`src/hw/rtl/tntu_pkg.sv`:
```
// ----------------------------------------------------------------------------
// Triangle normal and tangent unit: shared types and constants
// Word formats, queue entry, unit request and result groups, state types.
// ----------------------------------------------------------------------------
`timescale 1ns / 1ps
`default_nettype none

package tntu_pkg;

  localparam int POS_WIDTH = 24;
  localparam int TEX_WIDTH = 20;
  localparam int OUT_WIDTH = 16;

  localparam int PD_WIDTH  = POS_WIDTH + 1;
  localparam int TD_WIDTH  = TEX_WIDTH + 1;
  localparam int MUL_WIDTH = (PD_WIDTH > TD_WIDTH) ? PD_WIDTH : TD_WIDTH;
  localparam int ACC_WIDTH = 2 * MUL_WIDTH + 1;
  localparam int SM_WIDTH  = 30;
  localparam int JUS_WIDTH = (ACC_WIDTH > SM_WIDTH) ? ACC_WIDTH : SM_WIDTH;
  localparam int SUM_WIDTH = 64;
  localparam int ROOT_WIDTH = 32;
  localparam int REM_WIDTH = 36;
  localparam int QB_WIDTH  = OUT_WIDTH + 1;
  localparam int NUM_WIDTH = SM_WIDTH + OUT_WIDTH;
  localparam int DIV_WIDTH = ROOT_WIDTH + OUT_WIDTH;
  localparam int BC_WIDTH  = $clog2(QB_WIDTH);

  localparam logic [1:0] LAST_CORNER = 2'd2;
  localparam logic [3:0] NUM_PROD    = 4'd14;
  localparam logic [2:0] DET_SLOT    = 3'd3;

  typedef struct packed {
    logic signed [POS_WIDTH-1:0] pos_x;
    logic signed [POS_WIDTH-1:0] pos_y;
    logic signed [POS_WIDTH-1:0] pos_z;
    logic signed [TEX_WIDTH-1:0] tex_u;
    logic signed [TEX_WIDTH-1:0] tex_v;
  } in_word_t;

  typedef struct packed {
    logic signed [OUT_WIDTH-1:0] normal_x;
    logic signed [OUT_WIDTH-1:0] normal_y;
    logic signed [OUT_WIDTH-1:0] normal_z;
    logic signed [OUT_WIDTH-1:0] tangent_x;
    logic signed [OUT_WIDTH-1:0] tangent_y;
    logic signed [OUT_WIDTH-1:0] tangent_z;
    logic                        normal_degenerate;
    logic                        tangent_degenerate;
  } out_word_t;

  typedef struct packed {
    logic signed [PD_WIDTH-1:0] e1_x;
    logic signed [PD_WIDTH-1:0] e1_y;
    logic signed [PD_WIDTH-1:0] e1_z;
    logic signed [PD_WIDTH-1:0] e2_x;
    logic signed [PD_WIDTH-1:0] e2_y;
    logic signed [PD_WIDTH-1:0] e2_z;
    logic signed [TD_WIDTH-1:0] du1;
    logic signed [TD_WIDTH-1:0] du2;
    logic signed [TD_WIDTH-1:0] dv1;
    logic signed [TD_WIDTH-1:0] dv2;
  } job_t;

  typedef struct packed {
    logic                        start;
    logic                        flip;
    logic signed [ACC_WIDTH-1:0] v0;
    logic signed [ACC_WIDTH-1:0] v1;
    logic signed [ACC_WIDTH-1:0] v2;
  } unit_req_t;

  typedef struct packed {
    logic                        done;
    logic                        degen;
    logic signed [OUT_WIDTH-1:0] c0;
    logic signed [OUT_WIDTH-1:0] c1;
    logic signed [OUT_WIDTH-1:0] c2;
  } unit_res_t;

  typedef enum logic [2:0] {
    B_IDLE, B_MUL, B_NSTART, B_NWAIT, B_TSTART, B_TWAIT, B_FINISH
  } back_state_t;

  typedef enum logic [2:0] {
    U_IDLE, U_JUST, U_SQR, U_SQRT, U_LOAD, U_DIV, U_DONE
  } unit_state_t;

endpackage

`default_nettype wire

```
`src/hw/rtl/tntu_fifo.sv`:
```
// ----------------------------------------------------------------------------
// Triangle normal and tangent unit: job queue
// Short first-word-fall-through queue between the front and back ends.
// ----------------------------------------------------------------------------
`timescale 1ns / 1ps
`default_nettype none

module tntu_fifo #(
  parameter int DEPTH = 2
) (
  input  logic           clk,
  input  logic           rst,
  input  logic           push,
  input  tntu_pkg::job_t push_data,
  output logic           full,
  output logic           pop_valid,
  input  logic           pop,
  output tntu_pkg::job_t pop_data
);

  localparam int PW = (DEPTH > 1) ? $clog2(DEPTH) : 1;
  localparam int CW = $clog2(DEPTH + 1);

  tntu_pkg::job_t entries [DEPTH];
  logic [PW-1:0]  wr_ptr;
  logic [PW-1:0]  rd_ptr;
  logic [CW-1:0]  count;

  assign full      = (count == CW'(DEPTH));
  assign pop_valid = (count != '0);
  assign pop_data  = entries[rd_ptr];

  always_ff @(posedge clk) begin
    if (push) begin
      entries[wr_ptr] <= push_data;
    end
  end

  always_ff @(posedge clk) begin
    if (rst) begin
      wr_ptr <= '0;
      rd_ptr <= '0;
      count  <= '0;
    end else begin
      if (push) begin
        wr_ptr <= (wr_ptr == PW'(DEPTH - 1)) ? '0 : wr_ptr + PW'(1);
      end
      if (pop) begin
        rd_ptr <= (rd_ptr == PW'(DEPTH - 1)) ? '0 : rd_ptr + PW'(1);
      end
      if (push && !pop) begin
        count <= count + CW'(1);
      end else if (pop && !push) begin
        count <= count - CW'(1);
      end
    end
  end

endmodule

`default_nettype wire

```
`config.mk`:
```
export PLATFORM = sky130hd
export DESIGN_NAME = tntu_fifo
export DESIGN_NICKNAME = d
export VERILOG_FILES = /design/src/hw/rtl/tntu_pkg.sv /design/src/hw/rtl/tntu_fifo.sv
export SDC_FILE = /design/constraint.sdc
export NUM_CORES = 1
export LEC_CHECK = 0
export BUFFER_PORTS_ARGS = -buffer_cell sky130_fd_sc_hd__buf_2
export CORE_MARGIN = 1
export CORE_UTILIZATION = 40
export CTS_CLUSTER_SIZE = 40
export DETAILED_ROUTE_END_ITERATION = 8
export PLACE_DENSITY_LB_ADDON = 0.1
export SLEW_MARGIN = 0
export SYNTH_ARGS = -nofsm -noshare
export SYNTH_HDL_FRONTEND = slang
export SYNTH_SLANG_ARGS = --single-unit
```
`constraint.sdc`:
```
create_clock -name clk -period 17 [get_ports clk]
set_input_delay 2.55 -clock clk [delete_from_list [all_inputs] [get_ports clk]]
set_output_delay 2.55 -clock clk [all_outputs]
set_load 0.005 [all_outputs]
```
# --- After elaboration in Yosys (flattened, before gate mapping) ---
# Memory sizes are Yosys's and may differ from the RTL's. A register that Yosys moved wholly into a read port is not among the register bits.
# Cells that the tools add are included.
totals:
  wordCells: 23
  n_memories: 1
  out_inout_bits: 236
  ff_bits: 4
  input_bits: 238
  ram_bits: 468
classes:
  n_eq_ne: 1
  n_addsub: 4
  n_reduce_logical: 6
  n_mux: 8
memory_table:
  columns: ["name", "words", "word_bits", "read_ports", "rd_ports_with_merged_regs", "wr", "line", "source"]
  rows:
  - ["entries", 2, 234, 1, 1, 1, "tntu_fifo.sv:24", "tntu_pkg::job_t entries [DEPTH];"]
ops:
  columns: ["op", "count"]
  rows:
  - ["$mux 1", 6]
  - ["$mux 2", 2]
  - ["$reduce_bool 2->1", 2]
  - ["$add 1x1->1 const B", 2]
  - ["$add 2x1->2 const B", 1]
  - ["$eq 2x2->1 const B", 1]
  - ["$logic_and 1x1->1", 2]
  - ["$logic_not 1->1", 2]
  - ["$sub 2x1->2 const B", 1]

# --- Longest topological paths before layout ---
logic_depth:
  depth_word: 4
  depth_mapped: 5
  depth_no_buf: 5

# --- Least setup slack after synthesis ---
# OpenSTA, ideal clock, no wires.
synth_timing:
  kind: "input -> register"
  from: "input push"
  to: "memory entries[0][0] in the netlist's numbering, enable pin"
  n_path_buf: 0
  stages: 1
  required_time_ns: 16.139
  t_arrival_ns: 12.626
  setup_slack_ns: 3.513
  setup_ns: 0.861
  path_cell_list: "nor2b_1"
synth_via:
  elab_chain_len: 2
synth_lines:
  columns: ["element", "line", "source"]
  rows:
  - ["start: declaration", "tntu_fifo.sv:13", "input logic push,"]
  - ["$mux 1", "tntu_fifo.sv:34", "if (push) begin"]
  - ["$mux 1 (not written as such)", "tntu_fifo.sv:35", "entries[wr_ptr] <= push_data;"]
  - ["end: declaration", "tntu_fifo.sv:24", null]
# Every way passes these cells.

==> impl_results.md <==
- Via/cell ratio: around 4.6
- Vias in the first global route: between 9,000 and 10,000
- CTS Buf Count: 50
- Worst VDD drop: 0.0000933 V
- Top cells by area, synth: edfxtp_1, mux2_4, mux2_2
- Clock Skews: 0.0136 ns
- RSZ-0062 raised after global routing: no
- End of the worst register-to-register path: entries[1][98]
- PD cells: between 100 and 150 mW/mm²
- YS warnings: 0
- Minimum clock period: ~5.7 ns
- Setup bufs post-CTS: 0
- Total Neg Setup Slack: 0 ns
- Mapped Cells: 750
- H-tree Lvls: 2
- CTS tree: done
- Worst Max-Slew Pin Slew: 1.16 ns
- Drt pass-1 iters: 4
- Max Cap Viol: 0
- Post-synthesis cell type count: 17
- Max Root-Sink Buffers: 3
- Crit path kind: flop to output port
- Hpwl dp: 25,200 µm
- Reg2reg path depth: 3
- Post-CTS sizing: 0
- Startpoint types: flop
- Critical path endpoint category: output port
- Fillers: 3,624
- DR DRC count: 0
- Die width: around 210 µm
- Most Used Layer, Global Route: met2
- Leakage Power: roughly 8.6 nW
- Worst Hold Path Cells: 2
- Largest net degree at the start of global routing: 119
- Inst Count DP: 1,791
- Post-cts hold buffer count: 0
- FF+latch count, synth: 473
- Slack of the critical path: 11.31 ns
- Starting density of the core: 40.8%
- Wire length of the first global-routing pass: 53,500 µm
- WL/cell: between 15 and 20 µm
- Worst Setup EP: pop_data[82]
- Fin area: 0.0223 mm²
- Synthesized area per cell: approximately 24 µm²
- Synth Net Count: 989
- IO Port Bufs: 473
- RR Startpoint: wr_ptr
- Reg-to-reg setup timing slack: 13.79 ns
- Initial antenna violation count: 16
- Dpl ws: 11.49 ns
- Root buffer cell: clkbuf_16
- I/O pin count: 474
- Nets@finish: 1,497
- Outcome: completed
- Layout Cells excl Fill: 1,892
- Die Height: 213 µm
- Placement Rows: 76
- Synth Cell Area: between 0.015 and 0.02 mm²
- Reg clk slew, reported paths: 0.06 ns
- Fmax: 0.176 GHz
- DR vias: 8,676
- WHS: 0.511 ns
- Register area share after synthesis: 79.8%
- Yosys top cell by area: edfxtp_1
- Final Util: a little over 50%
- Total Power: between 2 and 3 mW
- Final cycle utilization of the critical path: 33.5%
- Max FO, Critical Path: 59
- Min-delay worst type: flop to flop
- Sinks on Clock Net: between 400 and 500
- Synth-to-layout area growth: 25.5%
- GRT met2 Usage: a little over a quarter
- Final hold viol count: 0
- Setup violators final: 0
- DRT iter0 DRCs: between 300 and 400
- Area post-placement: 0.0207 mm²
- Slew HR: 22.9%
- GRT Residual Overflow: 0
- CP arrival: 3.14 ns
- Core ar.: 0.0435 mm²
- Final Wtd Congestion: 0.726
- Clk_lat worst skew: approximately 0.56 ns
- Total wire length: between 30,000 and 40,000 µm
- Aggregate global-route resource usage: 16.1%
- Top-area cell type share of the netlist area: 79.2%
- Die Area: roughly 0.045 mm²
- Met3 usage: 6.85%
- Layout cells sized above 1: 60.4%
- Fin. max-slew vios: 0
- Critical path data required time: 14.45 ns
- M1 GR Usage: 18.3%
- ANT nets after route: 0
-- logic make-up (layout without fill, tap and decap cells) --
kind of cell,after synthesis,after routing,synth area share (%)
other,0,8,0
AOI/OAI and AO/OA,2,2,0.0564
and+or+nand+nor,9,9,0.261
muxes,234,234,18.2
DFF,473,473,79.8
adders and majority gates,1,1,0.0705
buffers and inverters,27,576,1.42
xor gates and xnor gates,4,4,0.197
-- critical path, cell delays in order, from the launching register on --
cell	delay (ns)
dfxtp_4	0.96
buf_4	1.00
mux2_4	0.37
buf_2	0.13
-- flip-flops by register name (all words and copies together), names as in the netlist, named ones only --
signal,flops
count,2
entries,468
rd_ptr,1
wr_ptr,1
-- layer usage --
layer	vias to the layer above	wire, µm
met5	-	95
met1	4267	14300
met4	16	896
li1	4035	-
met2	284	18700
met3	74	3600
-- area by class of cell --
type                       count  area, µm²  share of cell area, %
clock inverter                14       88.8                  0.399
timing repair buffer         482       2450                   11.0
tap                          585        732                   3.29
clock buffer                  79       1470                   6.62
multi-input combinational    250       3350                   15.0
antenna                        8       20.0                 0.0899
inverter                       1       3.75                 0.0169
sequential                   473      14200                   63.6
-- placed cells by master (no fill, tap or decap), drive strengths merged --
cell type  instances
buf              482
edfxtp           468
mux2             234
clkbuf            79
clkinv            13
diode              8
dfxtp              5
nor2               4
xor2               2
xnor2              2
nor2b              2
or2                1
and2               1
inv                1
o21ai              1
or3                1
a21oi              1
ha                 1
bufinv             1
-- power by group --
group | switching, mW | total (mW) | internal, mW | leakage, nW
combinational | 0.133 | 0.284 | 0.151 | 3.45
clock | 0.418 | 1.02 | 0.607 | 0.760
sequential | 0.0213 | 1.38 | 1.36 | 4.43
total | 0.572 | 2.69 | 2.12 | 8.64
-- worst min path at each step --
stage	startpoint	to	slack (ns)
floorplan	count[1]	count[1]	0.46
global placement	count[1]	count[1]	0.48
detailed placement	count[1]	count[1]	0.50
CTS	count[1]	count[1]	0.52
global route	count[1]	count[1]	0.56
finish	count[1]	count[1]	0.51
-- cell usage after synthesis --
cell	number
edfxtp_1	468
mux2_4	160
mux2_2	74
buf_6	19
buf_2	7
dfxtp_1	5
nor2_1	4
nor2b_1	2
xnor2_1	2
xor2_1	2
a21oi_1	1
and2_1	1
ha_1	1
inv_1	1
o21ai_0	1
or2_2	1
or3_1	1
Power figures use the tool's default switching activity.
