File: src/hw/rtl/tntu_pkg.sv
// ----------------------------------------------------------------------------
// Triangle normal and tangent unit: shared types and constants
// Word formats, queue entry, unit request and result groups, state types.
// ----------------------------------------------------------------------------
`timescale 1ns / 1ps
`default_nettype none

package tntu_pkg;

  localparam int POS_WIDTH = 24;
  localparam int TEX_WIDTH = 20;
  localparam int OUT_WIDTH = 16;

  localparam int PD_WIDTH  = POS_WIDTH + 1;
  localparam int TD_WIDTH  = TEX_WIDTH + 1;
  localparam int MUL_WIDTH = (PD_WIDTH > TD_WIDTH) ? PD_WIDTH : TD_WIDTH;
  localparam int ACC_WIDTH = 2 * MUL_WIDTH + 1;
  localparam int SM_WIDTH  = 30;
  localparam int JUS_WIDTH = (ACC_WIDTH > SM_WIDTH) ? ACC_WIDTH : SM_WIDTH;
  localparam int SUM_WIDTH = 64;
  localparam int ROOT_WIDTH = 32;
  localparam int REM_WIDTH = 36;
  localparam int QB_WIDTH  = OUT_WIDTH + 1;
  localparam int NUM_WIDTH = SM_WIDTH + OUT_WIDTH;
  localparam int DIV_WIDTH = ROOT_WIDTH + OUT_WIDTH;
  localparam int BC_WIDTH  = $clog2(QB_WIDTH);

  localparam logic [1:0] LAST_CORNER = 2'd2;
  localparam logic [3:0] NUM_PROD    = 4'd14;
  localparam logic [2:0] DET_SLOT    = 3'd3;

  typedef struct packed {
    logic signed [POS_WIDTH-1:0] pos_x;
    logic signed [POS_WIDTH-1:0] pos_y;
    logic signed [POS_WIDTH-1:0] pos_z;
    logic signed [TEX_WIDTH-1:0] tex_u;
    logic signed [TEX_WIDTH-1:0] tex_v;
  } in_word_t;

  typedef struct packed {
    logic signed [OUT_WIDTH-1:0] normal_x;
    logic signed [OUT_WIDTH-1:0] normal_y;
    logic signed [OUT_WIDTH-1:0] normal_z;
    logic signed [OUT_WIDTH-1:0] tangent_x;
    logic signed [OUT_WIDTH-1:0] tangent_y;
    logic signed [OUT_WIDTH-1:0] tangent_z;
    logic                        normal_degenerate;
    logic                        tangent_degenerate;
  } out_word_t;

  typedef struct packed {
    logic signed [PD_WIDTH-1:0] e1_x;
    logic signed [PD_WIDTH-1:0] e1_y;
    logic signed [PD_WIDTH-1:0] e1_z;
    logic signed [PD_WIDTH-1:0] e2_x;
    logic signed [PD_WIDTH-1:0] e2_y;
    logic signed [PD_WIDTH-1:0] e2_z;
    logic signed [TD_WIDTH-1:0] du1;
    logic signed [TD_WIDTH-1:0] du2;
    logic signed [TD_WIDTH-1:0] dv1;
    logic signed [TD_WIDTH-1:0] dv2;
  } job_t;

  typedef struct packed {
    logic                        start;
    logic                        flip;
    logic signed [ACC_WIDTH-1:0] v0;
    logic signed [ACC_WIDTH-1:0] v1;
    logic signed [ACC_WIDTH-1:0] v2;
  } unit_req_t;

  typedef struct packed {
    logic                        done;
    logic                        degen;
    logic signed [OUT_WIDTH-1:0] c0;
    logic signed [OUT_WIDTH-1:0] c1;
    logic signed [OUT_WIDTH-1:0] c2;
  } unit_res_t;

  typedef enum logic [2:0] {
    B_IDLE, B_MUL, B_NSTART, B_NWAIT, B_TSTART, B_TWAIT, B_FINISH
  } back_state_t;

  typedef enum logic [2:0] {
    U_IDLE, U_JUST, U_SQR, U_SQRT, U_LOAD, U_DIV, U_DONE
  } unit_state_t;

endpackage

`default_nettype wire

File: src/hw/rtl/tntu_front.sv
// ----------------------------------------------------------------------------
// Triangle normal and tangent unit: front end
// Takes vertices, keeps the first two corners and forms the edge and texture
// differences of each triangle for the queue.
// ----------------------------------------------------------------------------
`timescale 1ns / 1ps
`default_nettype none

module tntu_front (
  input  logic               clk,
  input  logic               rst,
  input  logic               in_valid,
  output logic               in_ready,
  input  tntu_pkg::in_word_t in_word,
  output logic               job_push,
  output tntu_pkg::job_t     job_data,
  input  logic               fifo_full
);

  logic [1:0]         corner_count;
  tntu_pkg::in_word_t p0;
  tntu_pkg::in_word_t p1;
  logic               accept;

  assign in_ready = (corner_count != tntu_pkg::LAST_CORNER) || !fifo_full;
  assign accept   = in_valid && in_ready;
  assign job_push = accept && (corner_count == tntu_pkg::LAST_CORNER);

  always_ff @(posedge clk) begin
    if (rst) begin
      corner_count <= 2'd0;
    end else if (accept) begin
      if (corner_count == tntu_pkg::LAST_CORNER) begin
        corner_count <= 2'd0;
      end else begin
        corner_count <= corner_count + 2'd1;
      end
    end
  end

  always_ff @(posedge clk) begin
    if (accept && corner_count == 2'd0) begin
      p0 <= in_word;
    end
    if (accept && corner_count == 2'd1) begin
      p1 <= in_word;
    end
  end

  always_comb begin
    job_data.e1_x = tntu_pkg::PD_WIDTH'(p1.pos_x) - tntu_pkg::PD_WIDTH'(p0.pos_x);
    job_data.e1_y = tntu_pkg::PD_WIDTH'(p1.pos_y) - tntu_pkg::PD_WIDTH'(p0.pos_y);
    job_data.e1_z = tntu_pkg::PD_WIDTH'(p1.pos_z) - tntu_pkg::PD_WIDTH'(p0.pos_z);
    job_data.e2_x = tntu_pkg::PD_WIDTH'(in_word.pos_x) - tntu_pkg::PD_WIDTH'(p0.pos_x);
    job_data.e2_y = tntu_pkg::PD_WIDTH'(in_word.pos_y) - tntu_pkg::PD_WIDTH'(p0.pos_y);
    job_data.e2_z = tntu_pkg::PD_WIDTH'(in_word.pos_z) - tntu_pkg::PD_WIDTH'(p0.pos_z);
    job_data.du1  = tntu_pkg::TD_WIDTH'(p1.tex_u) - tntu_pkg::TD_WIDTH'(p0.tex_u);
    job_data.du2  = tntu_pkg::TD_WIDTH'(in_word.tex_u) - tntu_pkg::TD_WIDTH'(p0.tex_u);
    job_data.dv1  = tntu_pkg::TD_WIDTH'(p0.tex_v) - tntu_pkg::TD_WIDTH'(p1.tex_v);
    job_data.dv2  = tntu_pkg::TD_WIDTH'(p0.tex_v) - tntu_pkg::TD_WIDTH'(in_word.tex_v);
  end

endmodule

`default_nettype wire

File: config.mk
export PLATFORM = sky130hd
export DESIGN_NAME = tntu_front
export DESIGN_NICKNAME = d
export VERILOG_FILES = /design/src/hw/rtl/tntu_pkg.sv /design/src/hw/rtl/tntu_front.sv
export SDC_FILE = /design/constraint.sdc
export NUM_CORES = 1
export LEC_CHECK = 0
export BUFFER_PORTS_ARGS = -buffer_cell sky130_fd_sc_hd__buf_2
export CORE_MARGIN = 5
export CORE_UTILIZATION = 45
export CTS_CLUSTER_SIZE = 20
export DETAILED_ROUTE_END_ITERATION = 10
export GPL_ROUTABILITY_DRIVEN = 0
export MAX_ROUTING_LAYER = met4
export PLACE_DENSITY = 0.79
export SLEW_MARGIN = 15
export SYNTH_ARGS = -nofsm -noshare
export SYNTH_HDL_FRONTEND = slang
export SYNTH_SLANG_ARGS = --single-unit
export TNS_END_PERCENT = 30
File: constraint.sdc
create_clock -name clk -period 11.9 [get_ports clk]
set_input_delay 0.595 -clock clk [delete_from_list [all_inputs] [get_ports clk]]
set_output_delay 0.595 -clock clk [all_outputs]
set_load 0.01 [all_outputs]
; After elaboration in Yosys (flattened, before gate mapping)
; Index checks and enable logic that the tools add are counted.
[word_totals]
register_bits = 226
out_inout_bits = 236
[classes]
addsub = 11
eq_ne = 3
n_mux = 1
reduce_logical = 7
[op_table]
columns = op, n
row1 = subtractor 24 x 24 -> 25 bit, 6
row2 = subtractor 20 x 20 -> 21 bit, 4
row3 = logical AND 1 bit, 4
row4 = adder 2 x 1 -> 2 bit (second input constant), 1
row5 = == test 2 x 1 -> 1 bit (second input constant), 1
row6 = == test 2 bit (second input constant), 1
row7 = logical NOT 2 bit, 1
row8 = 2-to-1 mux 2 bit, 1
row9 = != test 2 bit (second input constant), 1
row10 = logical NOT 1 bit, 1
row11 = logical OR 1 bit, 1

; Logic depth before layout (Yosys ltp)
; Gate-level depths: netlist of run 1.
[logic_depth]
ltp_word = 4
depth_mapped = 11
ltp_nobuf = 11

; Worst setup path after synthesis of run 1
; No wires, ideal clock.
[synth_path]
path_kind = input to register
from = in in_valid
to = reg p0[0] (netlist name) (enable)
arrival_ns = 8.248
t_required_ns = 11.177
slack_ns = 2.929
cell_stages = 2
path_buffers = 0
path_cell_list = inv_1 -> nor3_1
[synth_between]
elab_chain_len = 2
[synth_rtl]
columns = element, line
row1 = from (decl), tntu_front.sv:12  ; input logic in_valid,
row2 = logical AND 1 bit, tntu_front.sv:26  ; assign accept = in_valid && in_ready;
row3 = logical AND 1 bit, tntu_front.sv:42  ; if (accept && corner_count == 2'd0) begin
row4 = to (signal assigned), tntu_front.sv:43  ; p0 <= in_word;
row5 = to (decl), tntu_front.sv:21  ; tntu_pkg::in_word_t p0;
; No other way between the ends.
; A chain may end at the register's enable or synchronous reset.

==> results of run 1 <==
## routing by layer
layer	up-vias	routed length [um]	track usage (%)
met2	610	24310	36.49
met5	-	0	-
met3	127	2947	2.715
met4	0	2017	7.989
li1	7863	-	-
met1	7644	21560	27.37
## state kept, by name, indices dropped and copies added, names as in the netlist
| register | flops |
|---|---|
| corner_count | 2 |
| p1 | 112 |
| p0 | 112 |
## where the power goes
part           switching [mW]  total (mW)  leakage, nW  internal (mW)
sequential             0.0149       0.942         2.11          0.927
clock                   0.327       0.786        0.392          0.459
combinational           0.622        1.04         7.40          0.423
## layout by cell type (no fill, tap or decap), types with 28 or more instances in the layout
cell type and count:
a21o_1 85, nand2b_1 28, nand3_1 44, ha_1 224
nor2b_1 49, o21ai_0 50, o21a_1 37, nand2_1 102
buf_2 351, xnor2_1 118, nor2_1 139, nor3_1 34
a21oi_1 144, xor2_1 41, edfxtp_1 224, a31oi_1 32
o21ai_1 42, inv_1 218
## kinds of logic (layout without fill, tap and decap cells)
kind of cell,Yosys count,count (layout)
compound gates,562,562
xor+xnor,159,159
mux,7,7
buf+inv,240,617
flops,226,226
other cells,0,6
simple gates,505,505
fa+ha+maj,234,234
## final cells by class
class | instances | share of cell area (%)
multi-input cells | 1467 | 49.75
flip-flops and latches | 226 | 31.25
repair buffers | 356 | 8.287
inverters | 218 | 3.779
well taps | 532 | 3.074
clock buffers | 26 | 2.809
clock inverters | 17 | 0.9767
diodes | 6 | 0.06935
## through the flow
step	total power [mW]	worst slack (ns)	std cells
after floorplan	1.632	2.929	1933
after CTS	2.784	7.600	2842
after global placement	1.964	8.050	2799
after global routing	2.915	7.401	2847
after detailed placement	1.990	7.992	2799
final	2.773	7.619	2848
## worst register-to-register path, cell delays in order (launching register included)
cell and delay [ns]:
dfxtp_1 0.37, nor3_2 0.22, buf_4 0.47, buf_4 0.65
## how the worst max path moves through the flow
stage                     start            end  slack [ns]
global placement    in_word[40]  job_data[108]        8.05
global route             p0[64]  job_data[208]        7.40
CTS                      p0[64]  job_data[208]        7.60
finish                   p0[64]  job_data[208]        7.62
floorplan              in_valid          p0[0]        2.93
detailed placement  in_word[40]  job_data[108]        7.99
==> impl_results.md, run 1 <==
- Status: complete, no violations
- Number of H-tree levels: 1
- Final Hold Fails: 0
- Yosys top cell area share: between 30% and 40%
- DP Area: 20820 um2
- Area grow syn2layout: 17.49%
- EDFF count, synth: about 220
- Final min period: 4.281 ns
- Routed WL: 50830 um
- Synth Area in Adders: 16.30%
- Simple-Gate Fraction of Synth Area: roughly 14%
- Area fraction in compound gates after synthesis: around a fifth
- Vias in the first global route: 15600
- Hold_ws: 0.2159 ns
- FF+latch count, synth: 226
- Vias/cell: about 5.7
- RSZ-0062 raised after global routing: false
- Die area: 45100 um2
- Die W: 212.4 um
- Cell area power density: between 100 and 150 nW/um2
- Height of the die: around 210 um
- Core area: 40650 um2
- Final instance area: 21650 um2
- # resized after CTS: 0
- Synth Area in XOR/XNOR: 7.557%
- Clk root buf: clkbuf_16
- CP Launch Type: flop
- Largest family of logic cells by synthesized area: compound AO/OA/AOI/OAI gates
- Area of the multi-input gates: around 11000 um2
- CTS tree: done
- Gate Count Post-Synth: roughly 1900
- Levels on crit path: 11
- Mapped Area: 18430 um2
- Reg-to-Reg End: p0[110]
- Hold Path Class: in -> reg
- I/O pins: 352
- Final net count: 2643
- GRT Util Overall: 21.83%
- Worst hold path depth: 2
- WHS Endpoint: corner_count[0]
- Crit-path slowest cell: fa_1
- Final Max Tran Viols: 0
- Worst-path fanout max: 4
- Final Util: 53.27%
- Library cells used by synthesis: 75
- DP HPWL: 40820 um
- Ys async rst share: 0%
- Post-synthesis sequential area ratio: 36.72%
- WS Path Type: reg -> out
- Most area-consuming cells after synthesis: edfxtp_1 37%, ha_1 15%, xnor2_1 5.6%
- Clock Path Buffers: 3
- Global-route wire length before repair: 79230 um
- Worst IR Drop VDD: slightly above 0.00009 V
- Max Cap Viol: 0
- Critical path's most frequent cell: o21ai_1
- Arr. time, crit path: 3.69 ns
- WL per Instance: roughly 18 um
- Final setup viols: 0
- Initial DRC Count: 1090
- Post-CTS Repair Setup Buffers: 0
- Via Count: 16240
- CP max stage delay: 0.42 ns
- WP data required: between 10 and 15 ns
- Synth Area per Inst: 9.533 um2
- RR Startpoint: corner_count[1]
- Register area: 6766 um2
- Clk slew on worst S/H paths: roughly 0.06 ns
- WP buf/inv: 1
- Normalized max-slew margin: 34.37%
- CP endpoint kind: output port
- Commonest register cell after synthesis: edfxtp_1
- Rows: between 70 and 80
- Hold_sp: rst
- DRT Pass-1 Iters: 7
- Share of layout cells above drive strength 1: 17.92%
- Cts hold-fix bufs: 0
- Fillers: ~3500
- Mux cell area share after synthesis: less than 1%
- Synth warn: 0
- Fmax: roughly 230 MHz
- R2R setup slack: 9.76 ns
- Grt total ovfl: 0
- Least-Margin Pin Slew: 0.9845 ns
- CP delay by family, top: compound AO/OA/AOI/OAI gates
- Synth area leader: edfxtp_1
- Final Skew: ~0.034 ns
- TNS Setup: 0 ns
- Skew-Pair Late Insertion Delay: 0.56 ns
- CTS Sinks: about 230
- DRC: 0
- Commonest cells in the netlist: 224 x edfxtp_1, 224 x ha_1, 218 x inv_1
- R2R depth: 3
- CTS buffer count: 24
- Largest net degree at the start of global routing: slightly above 70
- Port bufs: 351
- ANT nets after route: 0
- Final period utilization: 35.98%
- Initial antenna violation count: 5
- Syn Nets: around 2300
- Leak pwr: between 9 and 10 nW
- Cells along the critical path: ha_1 > fa_1 > nor2b_1 > o21a_1 > o21ai_1 > a211oi_1 > o21ai_1 > o31ai_1 > a2111oi_0 > mux2_2 > buf_2
- Initial Utilization: roughly 45%
Note: power is estimated with default switching activity, not from simulation.
==> run 2: changes to the inputs <==
==> constraint.sdc (replaced) <==
create_clock -name clk -period 4.27 [get_ports clk]
set_input_delay 0.2135 -clock clk [delete_from_list [all_inputs] [get_ports clk]]
set_output_delay 0.2135 -clock clk [all_outputs]
set_load 0.01 [all_outputs]
==> run 2 against run 1 <==
  * Wire length grew 4.8%
  * Total power grew to 2.8 times the previous value
  * Sequential share of layout area decreased by 1.6 points
  * Worst hold slack worse by 0.078 ns
  * Combinational power grew to 2.9 times the previous value
  * Setup slack lost 7.3 ns
  * Clock power rose to 2.8 times the previous value
  * Global-route usage rose by 1.0 points
  * Critical endpoint unchanged
==> impl_results.md, run 2 (synthesis results as in run 1) <==
- Max Cap Viol: 0 (unchanged)
- CP Launch Type: flop
- DP HPWL: 40040 um (-1.9%)
- Die W: 212.4 um (unchanged)
- Status: complete, no violations
- Arr. time, crit path: 3.75 ns (+0.06 ns)
- Commonest non-fill, non-tap cell in the layout: buf_2
- WP data required: 4.06 ns (-7.25 ns)
- Via Count: 17020 (+4.8%)
- Hold Path Class: in -> reg
- Grt total ovfl: 0 (unchanged)
- Initial DRC Count: 1288 (+18%)
- Fmax: 252.4 MHz
- Skew-Pair Late Insertion Delay: 0.55 ns (about the same)
- Worst IR Drop VDD: 0.0002834 V (+200%)
- Final setup viols: 0 (unchanged)
- DRT Pass-1 Iters: 7 (unchanged)
- Port bufs: 351 (unchanged)
- Fillers: 3372 (-4.7%)
- DRC: 0 (unchanged)
- Share of layout cells above drive strength 1: 16.97% (-0.95 points)
- TNS Setup: 0 ns (unchanged)
- Final Hold Fails: 0 (unchanged)
- Vias in the first global route: 16740 (+7.4%)
- Routed WL: 53270 um (+4.8%)
- Initial antenna violation count: 3 (-2)
- Final Max Tran Viols: 0 (unchanged)
- Initial Utilization: 45.34% (unchanged)
- Global-route wire length before repair: 83280 um (+5.1%)
- CTS Sinks: 226 (unchanged)
- Area grow syn2layout: 23.83%
- Leak pwr: 10.38 nW (+4.9%)
- Vias/cell: 5.743 (+0.69%)
- CP endpoint kind: output port
- ANT nets after route: 0 (unchanged)
- Rows: 74 (unchanged)
- Normalized max-slew margin: 50.97% (+17 points)
- Largest net degree at the start of global routing: 114 (+58%)
- Clock Path Buffers: 3 (unchanged)
- Core area: 40650 um2 (unchanged)
- Post-Place Cells: 2796 (-0.11%)
- I/O pins: 352 (unchanged)
- Clk slew on worst S/H paths: 0.06 ns (about the same)
- Final min period: 3.962 ns
- Final net count: 2757 (+4.3%)
- Post-route insts no fill: 2964 (+4.1%)
- Worst-path fanout max: 4 (unchanged)
- GRT Util Overall: 22.86% (+1.0 points)
- # resized after CTS: 0 (unchanged)
- Final period utilization: 92.80%
- CTS buffer count: 27 (+13%)
- Largest regs: p0 (112), p1 (112), corner_count (2)
- Commonest non-fill, non-tap cells in the layout: 351 x buf_2, 224 x ha_1, 224 x edfxtp_1
- Cell area power density: 345.1 nW/um2 (+170%)
- WL per Instance: 17.97 um (+0.70%)
- Final Skew: 0.02479 ns (-0.009614 ns)
- CTS tree: done
- Least-Margin Pin Slew: 0.7354 ns (-0.2491 ns)
- Height of the die: 212.4 um (unchanged)
- WS Path Type: reg -> out
- Clk root buf: clkbuf_16
- Number of H-tree levels: 1 (unchanged)
- Die area: 45100 um2 (unchanged)
- RSZ-0062 raised after global routing: false
[run 2: changes by cell type in the layout (fill, tap and decap cells not counted), moves of 3 or more]
| cell | previous run | this run |
|---|---|---|
| dlygate4sd3_1 | 0 | 114 |
| buf_4 | 5 | 0 |
| clkbuf_1 | 2 | 5 |
| clkbuf_16 | 24 | 27 |
| clkinv_1 | 3 | 6 |
[run 2: metal layers]
layer  vias to the layer above  GRT usage, %  share of wire, %
met5                         -             -                 0
met4                         0         10.13               4.6
met3                       186         2.863               6.3
met2                       716         38.84                49
met1                      8028         27.36                40
li1                       8092             -                 -
[run 2: layout make-up]
| type | instances | area [um2] | share of cell area, % |
|---|---|---|---|
| multi-input cells | 1467 | 10780 | 47.23 |
| flip-flops and latches | 226 | 6766 | 29.65 |
| repair buffers | 467 | 2938 | 12.87 |
| inverters | 218 | 818.3 | 3.586 |
| clock buffers | 32 | 694.4 | 3.043 |
| well taps | 532 | 665.6 | 2.917 |
| clock inverters | 18 | 148.9 | 0.6525 |
| diodes | 4 | 10.01 | 0.04386 |
[run 2: critical path: stages, from the launching register on]
cell       delay (ns)
edfxtp_1         0.40
ha_1             0.27
fa_1             0.43
nor2b_1          0.15
o21a_1           0.14
o21ai_1          0.13
a211oi_1         0.35
o21ai_1          0.24
o31ai_1          0.46
a2111oi_0        0.17
mux2_2           0.30
buf_2            0.14
[run 2: path summary, 6_finish.rpt]
kind	startpoint	endpoint	slack [ns]	cells past startpoint
hold / removal	fifo_full	corner_count[1]	0.14	5
hold reg to reg	corner_count[0]	corner_count[0]	0.61	2
setup / recovery	p0[64]	job_data[208]	0.31	11
setup reg to reg	corner_count[0]	p1[102]	2.54	3
[run 2: stage by stage]
| step | hold WS [ns] | instance area, um2 | power (mW) | utilization, % | setup slack [ns] |
|---|---|---|---|---|---|
| floorplan | 0.2859 | 18440 | 4.530 | - | 0.4028 |
| global placement | 0.3888 | 20830 | 5.478 | 51.23 | 1.038 |
| detailed placement | 0.3943 | 20830 | 5.549 | 51.23 | 0.9707 |
| CTS | 0.1026 | 22810 | 7.884 | 56.12 | 0.3284 |
| global route | 0.1403 | 22820 | 8.271 | 56.14 | 0.06166 |
| finish | 0.1375 | 22820 | 7.876 | 56.14 | 0.3076 |
[run 2: repair_timing]
item	4_1_cts	5_1_grt
endpoints found under the hold margin	226	0
buffers inserted	0	0
hold buffers	114	0
[run 2: power breakdown]
| group | internal [mW] | leakage, nW | total, mW | switching, mW |
|---|---|---|---|---|
| Combinational | 1.25 | 7.86 | 3.03 | 1.78 |
| Clock | 1.28 | 0.409 | 2.22 | 0.941 |
| Sequential | 2.59 | 2.11 | 2.63 | 0.0424 |
